[src/rtl/u2c_pkg.sv]
// shared types and code point mapping for the utf-8 to cp1251 transcoder
// no dependencies
`timescale 1ns / 1ps
`default_nettype none
package u2c_pkg;
  localparam logic [7:0] QmarkByte = 8'h3F;

  typedef struct packed {
    logic [7:0] out_byte;
    logic       from_invalid;
    logic       run_last;
    logic       text_done;
  } u2c_res_t;

  function automatic logic [2:0] seq_length(input logic [7:0] b);
    logic [2:0] l;
    begin
      if (b < 8'h80) l = 3'd1;
      else if (b >= 8'hC2 && b <= 8'hDF) l = 3'd2;
      else if (b >= 8'hE0 && b <= 8'hEF) l = 3'd3;
      else if (b >= 8'hF0 && b <= 8'hF4) l = 3'd4;
      else l = 3'd0;
      return l;
    end
  endfunction

  function automatic logic follow_ok(input logic [7:0] lead, input logic [1:0] pos,
                                     input logic [7:0] b);
    logic [7:0] lo;
    logic [7:0] hi;
    begin
      lo = 8'h80;
      hi = 8'hBF;
      if (pos == 2'd1) begin
        if (lead == 8'hE0) lo = 8'hA0;
        else if (lead == 8'hED) hi = 8'h9F;
        else if (lead == 8'hF0) lo = 8'h90;
        else if (lead == 8'hF4) hi = 8'h8F;
      end
      return (b >= lo) && (b <= hi);
    end
  endfunction

  // windows-1251 bytes 0x80..0xbf of the high half; zero means no entry
  function automatic logic [15:0] hi_cp(input logic [5:0] i);
    logic [15:0] c;
    begin
      case (i)
        6'd0: c = 16'h0402;  6'd1: c = 16'h0403;  6'd2: c = 16'h201A;  6'd3: c = 16'h0453;
        6'd4: c = 16'h201E;  6'd5: c = 16'h2026;  6'd6: c = 16'h2020;  6'd7: c = 16'h2021;
        6'd8: c = 16'h20AC;  6'd9: c = 16'h2030;  6'd10: c = 16'h0409; 6'd11: c = 16'h2039;
        6'd12: c = 16'h040A; 6'd13: c = 16'h040C; 6'd14: c = 16'h040B; 6'd15: c = 16'h040F;
        6'd16: c = 16'h0452; 6'd17: c = 16'h2018; 6'd18: c = 16'h2019; 6'd19: c = 16'h201C;
        6'd20: c = 16'h201D; 6'd21: c = 16'h2022; 6'd22: c = 16'h2013; 6'd23: c = 16'h2014;
        6'd25: c = 16'h2122; 6'd26: c = 16'h0459; 6'd27: c = 16'h203A;
        6'd28: c = 16'h045A; 6'd29: c = 16'h045C; 6'd30: c = 16'h045B; 6'd31: c = 16'h045F;
        6'd33: c = 16'h040E; 6'd34: c = 16'h045E; 6'd35: c = 16'h0408;
        6'd36: c = 16'h00A4; 6'd37: c = 16'h0490; 6'd38: c = 16'h00A6; 6'd39: c = 16'h00A7;
        6'd40: c = 16'h0401; 6'd41: c = 16'h00A9; 6'd42: c = 16'h0404; 6'd43: c = 16'h00AB;
        6'd44: c = 16'h00AC; 6'd46: c = 16'h00AE; 6'd47: c = 16'h0407;
        6'd48: c = 16'h00B0; 6'd49: c = 16'h00B1; 6'd50: c = 16'h0406; 6'd51: c = 16'h0456;
        6'd52: c = 16'h0491; 6'd53: c = 16'h00B5; 6'd54: c = 16'h00B6; 6'd55: c = 16'h00B7;
        6'd56: c = 16'h0451; 6'd57: c = 16'h2116; 6'd58: c = 16'h0454; 6'd59: c = 16'h00BB;
        6'd60: c = 16'h0458; 6'd61: c = 16'h0405; 6'd62: c = 16'h0455; 6'd63: c = 16'h0457;
        default: c = 16'h0000;
      endcase
      return c;
    end
  endfunction

  function automatic logic [7:0] map_cp(input logic [20:0] cp);
    logic [7:0] r;
    logic [20:0] d;
    begin
      r = QmarkByte;
      d = cp - 21'h410;
      if (cp == 21'h0A || cp == 21'h0D) r = cp[7:0];
      else if (cp == 21'h09 || cp == 21'hA0) r = 8'h20;
      else if (cp >= 21'h20 && cp <= 21'h7E) r = cp[7:0];
      else if (cp >= 21'h410 && cp <= 21'h44F) r = {2'b11, d[5:0]};
      else if (cp == 21'hAD || cp == 21'h2212) r = 8'h2D;
      else if (cp >= 21'h80 && cp[20:16] == 5'd0) begin
        for (int i = 0; i < 64; i++) begin
          if (hi_cp(6'(i)) == cp[15:0]) r = {2'b10, 6'(i)};
        end
      end
      return r;
    end
  endfunction
endpackage
`default_nettype wire

[src/rtl/utf8_to_cp1251_transcoder.sv]
// utf-8 to windows-1251 transcoder, top level with sequencer and output register
// depends on u2c_pkg and u2c_decode
`timescale 1ns / 1ps
`default_nettype none
// one input byte is appended to up to three pending bytes, then a shared decode
// unit walks that buffer one sequence per cycle while the output register can
// take a result, each emitted sequence putting one result into the output
// register (up to four per item). s_axis_tready is high only in the idle state.
// a malformed sequence, or one cut off at end of text, emits its lead raw with
// from_invalid set and the following bytes are walked again; a sequence cut
// off before end of text is kept pending for the next byte.
module utf8_to_cp1251_transcoder import u2c_pkg::*; (
  input  wire logic       clk_i,
  input  wire logic       rst_ni,
  input  wire logic       s_axis_tvalid,
  output logic            s_axis_tready,
  input  wire logic [7:0] s_axis_tdata,  // [7:0] in_byte
  input  wire logic       s_axis_tlast,  // end_of_text
  output logic            m_axis_tvalid,
  input  wire logic       m_axis_tready,
  output logic [7:0]      m_axis_tdata,  // [7:0] out_byte
  output logic [1:0]      m_axis_tuser,  // [0] from_invalid, [1] text_done
  output logic            m_axis_tlast   // run_last
);
  localparam logic [0:0] StIdle = 1'b0;
  localparam logic [0:0] StWalk = 1'b1;

  logic [0:0]  state_q, state_d;
  logic [31:0] buf_q, buf_d;     // byte 0 at the cursor
  logic [2:0]  avail_q, avail_d; // bytes left from the cursor
  logic [1:0]  pend_q, pend_d;
  logic        eot_q, eot_d;
  logic        ov_q, ov_d;
  u2c_res_t    res_q, res_d;
  logic        hold, inv;
  logic [7:0]  obyte;
  logic [2:0]  adv;
  logic [2:0]  left;

  u2c_decode u_dec (
    .buf_i(buf_q), .avail_i(avail_q), .eot_i(eot_q),
    .hold_o(hold), .byte_o(obyte), .inv_o(inv), .adv_o(adv)
  );

  assign s_axis_tready = (state_q == StIdle);
  assign m_axis_tvalid = ov_q;
  assign m_axis_tdata  = res_q.out_byte;
  assign m_axis_tuser  = {res_q.text_done, res_q.from_invalid};
  assign m_axis_tlast  = res_q.run_last;
  assign left = avail_q - adv;

  always_comb begin
    state_d = state_q;
    buf_d   = buf_q;
    avail_d = avail_q;
    pend_d  = pend_q;
    eot_d   = eot_q;
    ov_d    = ov_q && !m_axis_tready;
    res_d   = res_q;
    case (state_q)
      StIdle: begin
        if (s_axis_tvalid) begin
          // append the new byte behind the pending ones
          buf_d = buf_q;
          buf_d[8*pend_q +: 8] = s_axis_tdata;
          avail_d = 3'(pend_q) + 3'd1;
          eot_d   = s_axis_tlast;
          state_d = StWalk;
        end
      end
      StWalk: begin
        if (hold) begin
          pend_d  = avail_q[1:0];
          state_d = StIdle;
        end else if (!ov_q || m_axis_tready) begin
          ov_d = 1'b1;
          res_d.out_byte     = obyte;
          res_d.from_invalid = inv;
          res_d.run_last     = (left == 3'd0) || (!eot_q && left < 3'd4 &&
                               seq_length(buf_q[8*adv[1:0] +: 8]) > left &&
                               seq_length(buf_q[8*adv[1:0] +: 8]) != 3'd0 &&
                               (left < 3'd2 || follow_ok(buf_q[8*adv[1:0] +: 8], 2'd1,
                                buf_q[8*(adv[1:0]+2'd1) +: 8])) &&
                               (left < 3'd3 || follow_ok(buf_q[8*adv[1:0] +: 8], 2'd2,
                                buf_q[8*(adv[1:0]+2'd2) +: 8])));
          res_d.text_done    = eot_q && (left == 3'd0);
          buf_d   = buf_q >> {adv, 3'b000};
          avail_d = left;
          if (left == 3'd0) begin
            pend_d  = 2'd0;
            state_d = StIdle;
          end
        end
      end
      default: state_d = StIdle;
    endcase
  end

  always_ff @(posedge clk_i or negedge rst_ni) begin
    if (!rst_ni) begin
      state_q <= StIdle;
      pend_q  <= 2'd0;
      avail_q <= 3'd0;
      eot_q   <= 1'b0;
      ov_q    <= 1'b0;
    end else begin
      state_q <= state_d;
      pend_q  <= pend_d;
      avail_q <= avail_d;
      eot_q   <= eot_d;
      ov_q    <= ov_d;
    end
  end

  always_ff @(posedge clk_i) begin
    buf_q <= buf_d;
    res_q <= res_d;
  end
endmodule
`default_nettype wire

[src/rtl/u2c_decode.sv]
// shared decode unit: classifies the sequence at one buffer position
// depends on u2c_pkg
`timescale 1ns / 1ps
`default_nettype none
module u2c_decode import u2c_pkg::*; (
  input  wire logic [31:0] buf_i,   // four bytes from the cursor, cursor byte lowest
  input  wire logic [2:0]  avail_i, // bytes available from the cursor
  input  wire logic        eot_i,
  output logic             hold_o,  // keep the remaining bytes pending
  output logic [7:0]       byte_o,
  output logic             inv_o,
  output logic [2:0]       adv_o
);
  logic [7:0] lead;
  logic [2:0] len;
  logic       ok;
  logic [20:0] cp;

  assign lead = buf_i[7:0];
  assign len  = seq_length(lead);

  always_comb begin
    ok = 1'b1;
    for (int i = 1; i < 4; i++) begin
      if (3'(i) < len && 3'(i) < avail_i && !follow_ok(lead, 2'(i), buf_i[8*i +: 8]))
        ok = 1'b0;
    end
    case (len)
      3'd2: cp = {10'd0, lead[4:0], buf_i[13:8]};
      3'd3: cp = {5'd0, lead[3:0], buf_i[13:8], buf_i[21:16]};
      3'd4: cp = {lead[2:0], buf_i[13:8], buf_i[21:16], buf_i[29:24]};
      default: cp = {13'd0, lead};
    endcase
    hold_o = 1'b0;
    if (len == 3'd1) begin
      byte_o = map_cp(cp);
      inv_o  = 1'b0;
      adv_o  = 3'd1;
    end else if (len == 3'd0 || !ok || avail_i < len) begin
      hold_o = (len != 3'd0) && ok && !eot_i;
      byte_o = lead;
      inv_o  = 1'b1;
      adv_o  = 3'd1;
    end else begin
      byte_o = map_cp(cp);
      inv_o  = 1'b0;
      adv_o  = len;
    end
  end
endmodule
`default_nettype wire

[config.mk]
export PLATFORM = sky130hd
export DESIGN_NAME = utf8_to_cp1251_transcoder
export DESIGN_NICKNAME = d
export VERILOG_FILES = /design/src/rtl/u2c_pkg.sv /design/src/rtl/utf8_to_cp1251_transcoder.sv /design/src/rtl/u2c_decode.sv
export SDC_FILE = /design/constraint.sdc
export NUM_CORES = 1
export LEC_CHECK = 0
export BUFFER_PORTS_ARGS = -buffer_cell sky130_fd_sc_hd__clkbuf_2
export CAP_MARGIN = 20
export CORE_ASPECT_RATIO = 0.7
export CORE_MARGIN = 1.5
export CORE_UTILIZATION = 40
export CTS_CLUSTER_SIZE = 30
export DETAILED_ROUTE_END_ITERATION = 6
export GPL_TIMING_DRIVEN = 0
export REMOVE_ABC_BUFFERS = 1
export SKIP_LAST_GASP = 1
export SYNTH_ARGS = -nofsm -noshare
export SYNTH_HDL_FRONTEND = slang
export SYNTH_SLANG_ARGS = --single-unit
[constraint.sdc]
create_clock -name clk_i -period 16.3 [get_ports clk_i]
set_clock_uncertainty 0.15 [all_clocks]
set_input_delay 0.815 -clock clk_i [delete_from_list [all_inputs] [get_ports clk_i]]
set_output_delay 0.815 -clock clk_i [all_outputs]
set_load 0.1 [all_outputs]
==> summary.txt, run 1 <==
Outcome
  – Outcome: complete, no violations

Yosys
  – XOR/XNOR Fraction of Synth Area: 0.00304
  – Main combinational cell family by area after synthesis: compound AO/OA/AOI/OAI gates
  – Synth warn: 0
  – Top cells by area, synth: edfxtp_1, nand2_1, ha_1
  – Asr flop ratio synth: 0.157
  – Area share of and/or/nand/nor cells after synthesis: 0.295
  – Post-synthesis compound-gate area fraction: 0.312
  – Synthesized instance count: 728
  – Post-synthesis mux area share: 0.0272
  – Post-synth top area share: 0.224
  – Cell Area, Synth: 0.00575 sq mm
  – Adder-cell area share of the yosys netlist: 0.0535
  – Synth Flop Type: edfxtp_1
  – Sequential element share of the synthesized area: 0.259
  – Synth cell types: 87
  – Number of enable flip-flop cells after synthesis: 43
  – Number of synthesized register bits: 51
  – Synth area leader: edfxtp_1
  – Synthesized area per cell: 7.90 sq um

Layout
  – Commonest non-fill, non-tap cell in the layout: nand2_1
  – Area Overhead vs Synth: 6.70%
  – Layout Nets: 758
  – Commonest cells after routing, fill and taps aside: nand2_1, nor2_1, o21ai_0, edfxtp_1, a21oi_1
  – Area occupied by multi-input gates: 0.00399 sq mm
  – Share of layout cells above drive strength 1: 0.0970
  – Layout fillers: 1436
  – Fin util: 0.440
  – Register area: 0.00149 sq mm
  – Diodes inserted: 0

Timing
  – Post-route minimum period: 7220 ps
  – Max-slew violations: 0
  – Setup TNS: 0 ps
  – Unrepaired setup endpoints after global routing: no
  – Final hold vios: 0
  – Hold Slack: 203 ps
  – Fin crit share: 0.443
  – Relative slew slack: 0.217
  – Max Fclk: 138 MHz
  – # setup viols final: 0
  – Tightest Pin Transition: 1170 ps

Setup path
  – WP data required: 16250 ps
  – Crit path from: buf_q[5]
  – CP Data Arrival Time: 7180 ps
  – Worst flop-to-flop path startpoint: buf_q[5]
  – Setup CP Type: flop to flop
  – Crit path launch type: flop
  – CP max FO: 21
  – Worst setup EP type: flop

Clocking
  – CTS resizes: 0
  – CTS sink count: 51
  – Hold-fix buffers, CTS: 0
  – Total setup buffers inserted after CTS: 0
  – Htree depth: 2
  – Clock transition at path regs: 70 ps
  – CTS root buf: clkbuf_16
  – CTS Buf Count: 5
  – CTS tree: built
  – Worst-skew pair later-pin latency: 300 ps
  – CTS max path bufs: 2

Placement
  – DP HPWL: 16600 um
  – Buffers on Ports: 25
  – Placer Congestion: 1.00

Die
  – Initial Util: 0.412
  – Die Ht: 103 um
  – DIE AREA: 0.0151 sq mm
  – Core area: 0.0140 sq mm
  – Die width: 146 um
  – Std cell rows: 36
  – IO Count: 26

Global route
  – Vias in the first global route: 5771
  – Largest net degree at the start of global routing: 22
  – Gr ovfl total: 0
  – Initial antenna violation count: 0
  – First-pass GRT wire length: 34000 um
  – Total GRT Usage: 0.291

Detailed routing
  – Router iterations before antenna repair: 6
  – Wire per inst: 24.1 um
  – Overall routed net length: 21900 um
  – Starting DRT DRC Count: 976
  – Antenna-violating nets left: 0
  – Routed via count: 6464
  – Via density: 7.09
  – DRC viols: 0

Flow run
  – Max-cap violations: 0

Worst hold path
  – HP Class: input port to async pin
metrics by stage:
stage	instances	area (sq um)	worst slack [ps]
finish	912	6140	9080
global placement	898	5930	9610
detailed placement	902	5970	9410
global route	912	6140	8930
CTS	910	6130	9360
floorplan	683	5570	10980
logic make-up (layout without fill, tap and decap cells):
group,count (synthesis),in the layout
muxes,15,15
AOI/OAI and AO/OA,243,243
and+or+nand+nor,321,321
buffers and inverters,72,66
adders and majority gates,24,24
xor gates and xnor gates,2,2
DFF,51,51
critical path, stage by stage, from the launching register on:
cell and delay (ps):
edfxtp_1 790, nor2b_1 370, nand2_1 170, or4_1 500
ha_1 300, nor2b_1 130, a311oi_1 690, nor4_1 170
o221a_2 380, nand3_2 450, ha_1 260, inv_1 50
fa_1 380, xor2_1 210, a31oi_1 90, nor3b_1 980
nor2_1 180, nor4bb_1 330, a21oi_1 140, nor4_2 320
layout make-up:
class / instances / share of cell area
Multi-Input combinational cell: 605 / 0.649
Sequential cell: 51 / 0.243
Tap cell: 190 / 0.0387
Timing Repair Buffer: 31 / 0.0279
Clock buffer: 7 / 0.0232
Inverter: 27 / 0.0165
Clock inverter: 1 / 0.00143
state kept, by name, indices dropped and copies added (netlist names):
register / cells
buf_q: 32
m_axis_tdata: 8
avail_q: 3
m_axis_tuser: 2
pend_q: 2
eot_q: 1
m_axis_tlast: 1
m_axis_tvalid: 1
state_q: 1
Yosys cell counts (5+ instances only):
cell	number
o21ai_1	6
or3_1	9
a2bb2oi_1	6
nand4_1	25
a22oi_1	6
a211o_1	7
nor2b_1	9
a32oi_1	11
nor3_1	25
ha_1	23
inv_1	23
and2_1	14
or4_1	6
and3_1	13
nand3_1	30
nand2b_1	8
o221ai_1	6
buf_1	7
mux2i_1	13
a22o_1	7
o211a_1	5
buf_2	14
nand2_1	88
o21a_1	5
nor4_1	14
clkbuf_1	24
dfrtp_1	8
o21ai_0	45
nor2_1	46
a32o_1	6
a211oi_1	8
o211ai_1	12
a31oi_1	16
a21oi_1	39
edfxtp_1	43
per-layer routing:
layer	global-route usage	vias up	routed length (um)
met4	0.0443	0	198
met1	0.439	3124	10000
met5	0	-	0
met3	0.102	30	3190
li1	-	2853	-
met2	0.397	457	8510
worst paths after layout:
| path | cells past startpoint | endpoint | slack [ps] |
|---|---|---|---|
| min reg2reg | 2 | m_axis_tvalid | 400 |
| max | 19 | m_axis_tlast | 9080 |
| min | 1 | state_q | 200 |
| max in group asynchronous | 1 | eot_q | 15610 |
| max reg2reg | 19 | m_axis_tlast | 9080 |
| min in group clk_i | 2 | m_axis_tvalid | 400 |
Power of run 1 is not shown: default switching activity piles up to over one toggle a cycle in this logic, so the estimate is an artifact.
==> inputs of run 2 (changes only) <==
==> constraint.sdc (replaced) <==
create_clock -name clk_i -period 5.9 [get_ports clk_i]
set_clock_uncertainty 0.15 [all_clocks]
set_input_delay 0.295 -clock clk_i [delete_from_list [all_inputs] [get_ports clk_i]]
set_output_delay 0.295 -clock clk_i [all_outputs]
set_load 0.1 [all_outputs]
==> run 2 against run 1 <==
Compared with the run above:
- first-iteration DRC count grew 10%
- non-clock buffer count grew 26
- wire length grew 5.1%
- worst setup slack lost 8900 ps
- critical path type unchanged
- highest routed layer is now met5
==> summary.txt, run 2 (same netlist as run 1, synthesis figures left out) <==
Timing
  – Final hold vios: 0 (unchanged)
  – Post-layout worst setup margin: 203 ps (was 9080 ps)
  – Relative slew slack: 0.289 (was 0.217)
  – Max-slew violations: 0 (unchanged)
  – # setup viols final: 0 (unchanged)
  – Max Fclk: 176 MHz (was 138 MHz)
  – Tightest Pin Transition: 1060 ps (was 1170 ps)
  – Setup TNS: 0 ps (unchanged)
  – Post-route minimum period: 5700 ps (was 7220 ps)
  – Fin crit share: 0.966 (was 0.443)

Layout
  – Layout Nets: 785 (was 758)
  – Commonest non-fill, non-tap cell in the layout: nand2_1 (unchanged)
  – Design Area, Final: 0.00647 sq mm (was 0.00614 sq mm)
  – Layout fillers: 1401 (was 1436)
  – Area Overhead vs Synth: 12.5% (was 6.70%)
  – Share of layout cells above drive strength 1: 0.156 (was 0.0970)
  – Biggest register: buf_q (unchanged)
  – Number of flip-flops under the largest register name: 32 (unchanged)
  – Commonest cells after routing, fill and taps aside: nand2_1, nor2_1, o21ai_0, edfxtp_1, a21oi_1 (unchanged)
  – Fin util: 0.464 (was 0.440)
  – Diodes inserted: 0 (unchanged)

Detailed routing
  – Routed via count: 6769 (was 6464)
  – DRC viols: 0 (unchanged)
  – Wire per inst: 24.5 um (was 24.1 um)
  – Starting DRT DRC Count: 1078 (was 976)
  – Router iterations before antenna repair: 6 (unchanged)
  – Overall routed net length: 23000 um (was 21900 um)
  – Via density: 7.21 (was 7.09)
  – Antenna-violating nets left: 0 (unchanged)

Setup path
  – Setup CP Type: flop to flop (unchanged)
  – Worst R2R End: m_axis_tlast (unchanged)
  – Worst setup EP type: flop (unchanged)
  – CP Data Arrival Time: 5650 ps (was 7180 ps)
  – CP max FO: 15 (was 21)
  – Worst Reg-to-Reg Cells: 19 (unchanged)
  – WP data required: 5850 ps (was 16250 ps)
  – R2R Setup Slk: 200 ps (was 9080 ps)
  – Worst flop-to-flop path startpoint: buf_q[5] (unchanged)
  – Crit path launch type: flop (unchanged)

Global route
  – Vias in the first global route: 5931 (was 5771)
  – First-pass GRT wire length: 34900 um (was 34000 um)
  – Initial antenna violation count: 0 (unchanged)
  – Largest net degree at the start of global routing: 22 (unchanged)
  – Total GRT Usage: 0.299 (was 0.291)
  – Gr ovfl total: 0 (unchanged)

Die
  – Die width: 146 um (unchanged)
  – DIE AREA: 0.0151 sq mm (unchanged)
  – Initial Util: 0.412 (unchanged)
  – IO Count: 26 (unchanged)
  – Core area: 0.0140 sq mm (unchanged)
  – Std cell rows: 36 (unchanged)
  – Die Ht: 103 um (unchanged)

Clocking
  – CTS Buf Count: 5 (unchanged)
  – CTS tree: built (unchanged)
  – Htree depth: 2 (unchanged)
  – CTS sink count: 51 (unchanged)
  – CTS max path bufs: 2 (unchanged)
  – CTS root buf: clkbuf_16 (unchanged)
  – Worst-skew pair later-pin latency: 300 ps (about the same)
  – Clock transition at path regs: 70 ps (about the same)

Placement
  – Placer Congestion: 1.00 (unchanged)
  – Post-place setup slack: -988 ps (was 9410 ps)
  – DP HPWL: 16600 um (unchanged)
  – Post-DP Area: 0.00597 sq mm (unchanged)
  – Buffers on Ports: 25 (unchanged)

Worst hold path
  – HP Class: input port to flop (was input port to async pin)
  – Hold_sp: s_axis_tlast
  – Hold depth: 2
  – WHS Endpoint: eot_q

Flow run
  – Max-cap violations: 0 (unchanged)

Outcome
  – Outcome: complete, no violations (unchanged)
[run 2: cell count changes in the layout (fill, tap and decap cells not counted), sizes merged]
cell         change
buf             +25
dlygate4sd3      +1
nand3            +1
[run 2: stage by stage]
step	hold WS (ps)	instances
after global routing	101	939
after detailed placement	7.29	902
after CTS	89.2	927
after floorplan	-151	683
after global placement	-1.52	898
final	88.6	939
[run 2: area by class of cell]
| type | instances | area (sq um) | area share |
|---|---|---|---|
| multi-input cells | 606 | 4120 | 0.637 |
| flip-flops and latches | 51 | 1490 | 0.230 |
| repair buffers | 57 | 369 | 0.0570 |
| well taps | 190 | 238 | 0.0367 |
| clock buffers | 7 | 143 | 0.0220 |
| inverters | 27 | 101 | 0.0157 |
| clock inverters | 1 | 8.76 | 0.00135 |
[run 2: per-layer routing]
| layer | wire, um | track usage | vias to the layer above |
|---|---|---|---|
| li1 | - | - | 2906 |
| met1 | 10000 | 0.441 | 3234 |
| met2 | 8810 | 0.404 | 552 |
| met3 | 3640 | 0.115 | 75 |
| met4 | 470 | 0.0567 | 2 |
| met5 | 77 | 0.0375 | - |
[run 2: worst max-delay path by stage]
stage | endpoint | depth (start not counted) | from
after floorplan | m_axis_tlast | 17 | buf_q[4]
after global placement | m_axis_tlast | 19 | buf_q[5]
after detailed placement | m_axis_tlast | 19 | buf_q[5]
after CTS | m_axis_tlast | 18 | buf_q[1]
after global routing | m_axis_tlast | 19 | buf_q[5]
final | m_axis_tlast | 19 | buf_q[5]
[run 2: worst max-delay path, cell delays in order (launching register included)]
cell and delay (ps):
edfxtp_1 510, buf_4 200, and3b_1 490, a21o_4 360, inv_2 190, ha_1 260, nor4_2 470, or3_4 290
nor3_4 60, inv_2 220, a221oi_1 100, or2_2 350, or3_1 370, a21oi_1 190, ha_1 280, a21oi_1 160
nor2_1 80, nor4bb_1 310, a21oi_1 140, nor4_2 320
[run 2: repair_timing]
item,CTS,global route
endpoints found under the setup margin,32,1
setup buffers,16,9
hold endpoints to repair,8,0
gates resized for setup,8,18
hold buffers,1,0
pin swaps,3,3
gates cloned,0,1
Power of run 2 is left out for the same reason.
